### src/sv/qri_pkg.sv
// Shared types, constants and saturating arithmetic for the quadrupole-rate integrand.
package qri_pkg;

  localparam int WORD_BITS = 32;
  localparam int CFG_BITS  = 31;
  localparam int IDX_BITS  = 2;

  typedef logic signed [WORD_BITS-1:0] word_t;

  typedef enum logic [1:0] {
    MODE_PLAIN  = 2'd0,
    MODE_RADIUS = 2'd1,
    MODE_ENERGY = 2'd2,
    MODE_FLOOR  = 2'd3
  } mode_e;

  typedef enum logic [IDX_BITS-1:0] {
    CFG_MODE          = 2'd0,
    CFG_CUT_RADIUS    = 2'd1,
    CFG_DENSITY_FLOOR = 2'd2
  } cfg_idx_e;

  typedef struct packed {
    mode_e               mode;
    logic [CFG_BITS-1:0] cut_radius;
    logic [CFG_BITS-1:0] density_floor;
  } cfg_t;

  typedef struct packed {
    word_t density;
    word_t volume_factor;
    word_t lorentz_factor;
    word_t pressure;
    word_t specific_energy;
    word_t vel_x;
    word_t vel_y;
    word_t vel_z;
    word_t pos_x;
    word_t pos_y;
    word_t pos_z;
  } in_item_t;

  typedef struct packed {
    word_t rate_xx;
    word_t rate_xy;
    word_t rate_xz;
    word_t rate_yy;
    word_t rate_yz;
    word_t rate_zz;
  } out_item_t;

  localparam word_t WORD_MAX = {1'b0, {(WORD_BITS-1){1'b1}}};
  localparam word_t WORD_MIN = {1'b1, {(WORD_BITS-1){1'b0}}};

  function automatic word_t sat_fit(logic [WORD_BITS:0] s);
    if (s[WORD_BITS] != s[WORD_BITS-1]) begin
      return s[WORD_BITS] ? WORD_MIN : WORD_MAX;
    end
    return word_t'(s[WORD_BITS-1:0]);
  endfunction

  function automatic word_t sat_add(word_t a, word_t b);
    return sat_fit({a[WORD_BITS-1], a} + {b[WORD_BITS-1], b});
  endfunction

  function automatic word_t sat_sub(word_t a, word_t b);
    return sat_fit({a[WORD_BITS-1], a} - {b[WORD_BITS-1], b});
  endfunction

  function automatic word_t sat_const(logic [63:0] v);
    if (v > {{(64-WORD_BITS){1'b0}}, WORD_MAX}) begin
      return WORD_MAX;
    end
    return word_t'(v[WORD_BITS-1:0]);
  endfunction

endpackage

### src/sv/qri_fmul.sv
// Two-stage fixed-point multiplier with round-half-away rounding and saturation.
module qri_fmul #(
  parameter int FRAC_BITS = 24
) (
  input  logic          clk_i,
  input  logic          en_i,
  input  qri_pkg::word_t a_i,
  input  qri_pkg::word_t b_i,
  output qri_pkg::word_t p_o
);

  localparam int W  = qri_pkg::WORD_BITS;
  localparam int PW = 2 * W;
  localparam logic [PW:0] ROUND_BIT = {{PW{1'b0}}, 1'b1} << (FRAC_BITS - 1);
  localparam logic [PW:0] LIM_NEG   = {{PW{1'b0}}, 1'b1} << (W - 1);
  localparam logic [PW:0] LIM_POS   = LIM_NEG - {{PW{1'b0}}, 1'b1};

  logic [W-1:0]  mag_a;
  logic [W-1:0]  mag_b;
  logic [PW-1:0] prod_q;
  logic          neg_q;
  logic [PW:0]   rnd;
  logic [PW:0]   quo;
  logic [PW:0]   lim;
  logic [W-1:0]  mag_p;
  qri_pkg::word_t p_d;
  qri_pkg::word_t p_q;

  assign mag_a = a_i[W-1] ? (~a_i + 1'b1) : a_i;
  assign mag_b = b_i[W-1] ? (~b_i + 1'b1) : b_i;

  always_ff @(posedge clk_i) begin
    if (en_i) begin
      prod_q <= mag_a * mag_b;
      neg_q  <= a_i[W-1] ^ b_i[W-1];
    end
  end

  always_comb begin
    rnd   = {1'b0, prod_q} + ROUND_BIT;
    quo   = rnd >> FRAC_BITS;
    lim   = neg_q ? LIM_NEG : LIM_POS;
    mag_p = (quo > lim) ? lim[W-1:0] : quo[W-1:0];
    p_d   = neg_q ? qri_pkg::word_t'(~mag_p + 1'b1) : qri_pkg::word_t'(mag_p);
  end

  always_ff @(posedge clk_i) begin
    if (en_i) begin
      p_q <= p_d;
    end
  end

  assign p_o = p_q;

endmodule

### config.mk
export PLATFORM = sky130hd
export DESIGN_NAME = qri_fmul
export DESIGN_NICKNAME = d
export VERILOG_FILES = /design/src/sv/qri_pkg.sv /design/src/sv/qri_fmul.sv
export SDC_FILE = /design/constraint.sdc
export NUM_CORES = 2
export LEC_CHECK = 0
export ABC_AREA = 0
export BUFFER_PORTS_ARGS = -buffer_cell sky130_fd_sc_hd__buf_4
export CAP_MARGIN = 20
export CORE_MARGIN = 10
export CORE_UTILIZATION = 50
export DETAILED_ROUTE_END_ITERATION = 8
export PLACE_DENSITY = 0.69
export REMOVE_ABC_BUFFERS = 1
export SKIP_LAST_GASP = 1
export SLEW_MARGIN = 25
export SYNTH_ARGS = -nofsm -noshare
export SYNTH_HDL_FRONTEND = slang
export SYNTH_SLANG_ARGS = --single-unit
### constraint.sdc
create_clock -name clk_i -period 13.2 [get_ports clk_i]
set_input_delay 1.32 -clock clk_i [delete_from_list [all_inputs] [get_ports clk_i]]
set_output_delay 1.32 -clock clk_i [all_outputs]
set_load 0.01 [all_outputs]
==> results.py <==
metrics = {
    "synth": {
        "synthesis.area_um2": 38000,
        "synth-seq-cells": 74,
        "synth-edff-count": 74,
        "synth.most_common_cell": "inv_1",
        "synth-main-ff-cell": "edfxtp_1",
        "synthArstFlopShare_pct": 0,
        "synth_cells": 4310,
        "synthTopCellsByArea": "fa_1 (47%), ha_1 (9.7%), inv_1 (9.4%)",
        "syn_avg_cell_area_um2": 8.82,
        "synth_cell_types": 79,
        "yosysWarnings": 0,
        "yosysTopAreaCell": "fa_1",
        "synth_seq_area_share_pct": 5.85,
        "synth_top_cell_area_share_pct": 47.2,
        "yosys-top-cells-count": "inv_1 (955), fa_1 (895), nor2_1 (612), nand2_1 (525), ha_1 (296)",
    },
    "sta": {
        "fin_crit_sh_pct": 91.0,
        "hold_violations": 0,
        "setup_tns_ps": 0,
        "finalMaxSlewViolations": 0,
        "period_needed_ps": 12010,
        "tightest_slew_ps": 1080,
        "fmax_ghz": 0.0833,
        "max_slew_margin_pct": 27.8,
        "setup_viol": 0,
        "finalClockSkew_ps": 9.39,
        "rsz0062_at_grt": "no",
    },
    "drt": {
        "vias_per_cell": 5.65,
        "drtIter0Drc": 2598,
        "antenna_left": 0,
        "drt_first_pass_iters": 9,
        "wl_per_cell_um": 22.3,
        "post-route-drc-count": 0,
        "wirelength_um": 119000,
        "vias": 30200,
    },
    "clocking": {
        "clock_path_buffers": 2,
        "cts_sinks": 74,
        "post_cts_buffers": 0,
        "cts_tree": "yes",
        "cts_max_level": 3,
        "clk_pin_slew_ps": 70,
        "cts_made_buffers": 9,
        "clock_latency_ps": 350,
        "hold_buffers": 0,
        "cts_resized": 0,
        "cts_root_buf": "clkbuf_16",
    },
    "die": {
        "ioPinCount": 98,
        "die-area_um2": 87400,
        "initial_core_util_pct": 50.2,
        "die_w_um": 296,
        "die_y_um": 296,
        "num_rows": 101,
        "core_area_um2": 75700,
    },
    "place": {
        "port_buffers": 97,
        "hpwl_um": 96500,
        "gp_congestion": 0.971,
    },
    "worst_setup_path": {
        "crit_family": "adder cells",
        "critPathCaptureType": "flip-flop",
        "cp_slowest_stage_delay_ps": 850,
        "cp.arrival_ps": 12100,
        "criticalPathCategory": "primary input to flip-flop",
        "worst_path_max_delay_cell": "xor2_2",
        "crit_path_max_fanout": 24,
        "critPathRequiredTime_ps": 13290,
        "critPathBufInv": 7,
        "startpoint_type": "primary input",
        "crit_top_cell": "fa_1",
    },
    "finish": {
        "layout.nets": 5609,
        "drive_gt1_share_pct": 7.44,
        "area_growth_syn_to_layout_pct": 7.23,
    },
    "outcome": {
        "outcome": "finished clean",
    },
    "global_route": {
        "grt_pass1_wl_um": 184000,
        "grt_use_total_pct": 27.9,
        "grt_max_degree": 75,
        "antenna_found_initial": 3,
        "grt_overflow_total": 0,
        "grt_pass1_vias": 31400,
    },
    "job": {
        "maxCapViolCount": 0,
    },
    "hold_path": {
        "hold_class": "flip-flop to flip-flop",
    },
}
==> kinds of logic after synthesis <==
logic type / after synthesis / synth area share (%)
AOI/OAI and AO/OA: 286 / 4.91
adders and majority gates: 1191 / 56.9
xor gates and xnor gates: 202 / 4.68
and+or+nand+nor: 1381 / 15.4
buffers and inverters: 1149 / 11.5
muxes: 27 / 0.744
DFF: 74 / 5.85
==> through the flow <==
step	hold WS, ps	instances	setup slack, ps	util, %	area (µm²)
after detailed placement	795	5319	1110	53.4	40400
after CTS	804	5335	1460	53.8	40700
after global placement	810	5319	1280	53.4	40400
after global routing	831	5335	713	53.8	40700
after floorplan	684	4117	2150	-	37200
final	790	5338	1190	53.8	40700
==> worst paths after layout <==
| path | cells past startpoint | startpoint | to | slack [ps] |
|---|---|---|---|---|
| setup reg to reg | 20 | prod_q[23]$_DFFE_PP_ | p_o[24]$_DFFE_PP_ | 6780 |
| hold / removal | 2 | prod_q[45]$_DFFE_PP_ | p_o[21]$_DFFE_PP_ | 790 |
| setup / recovery | 32 | b_i[0] | prod_q[56]$_DFFE_PP_ | 1190 |
| hold reg to reg | 2 | prod_q[45]$_DFFE_PP_ | p_o[21]$_DFFE_PP_ | 790 |
==> state kept, by name (all words and copies together), names as in the netlist <==
name / flops
neg_q: 1
prod_q: 41
p_o: 32
==> layout make-up <==
| class | instances | area [µm²] |
|---|---|---|
| antenna | 3 | 7.51 |
| timing repair buffer | 224 | 1680 |
| clock buffer | 9 | 225 |
| inverter | 956 | 3590 |
| multi-input combinational | 3087 | 31700 |
| clock inverter | 7 | 45.0 |
| sequential | 74 | 2220 |
| fill | 6911 | 35000 |
| tap | 978 | 1220 |
==> per-layer routing <==
| metal | vias up | wire [µm] | global-route usage (%) |
|---|---|---|---|
| met2 | 1665 | 52600 | 42.7 |
| met4 | 4 | 8160 | 15.4 |
| met5 | - | 24 | 0 |
| met1 | 15200 | 44200 | 35.3 |
| met3 | 348 | 14300 | 8.25 |
| li1 | 13000 | - | - |
==> worst register-to-register path, cell delays in order, from the launching register on <==
cell and delay [ps]:
edfxtp_1 450, ha_1 280, and3_1 500, nand4_1 460
nor2_1 400, and3_1 250, xor2_1 320, ha_1 190
nand3_1 160, nor4_1 580, a32oi_1 110, nand4_1 110
a21oi_1 70, or3_1 370, buf_4 250, or2_2 370
nand2_1 70, ha_1 310, nand2_1 380, o32ai_1 370
a211oi_1 130
==> placed cells by master (no fill, tap or decap), drive strengths merged, types with 4 or more instances in the layout <==
master   count
xor2        84
nand2      525
or3         11
inv        957
a31oi       16
a2bb2oi      5
nor3        41
mux2i       17
o31ai       14
or2          9
nor2       622
nand2b      16
and3        13
mux2        10
o2111ai      4
o21bai       6
nor4b        4
and2        18
and4         7
o21ai       65
or4         13
a21o        27
clkbuf       9
o41ai        9
nor4        17
o211ai       4
nand3       36
a211oi       8
edfxtp      74
nand4       31
xnor2      118
o21a         9
fa         895
buf        224
nor2b        7
a21oi       78
a41oi        5
ha         296
o22a         5
Power is left out: the tool's default activity adds up to more than one toggle a clock period on the data nets, which glitch-free logic cannot reach.
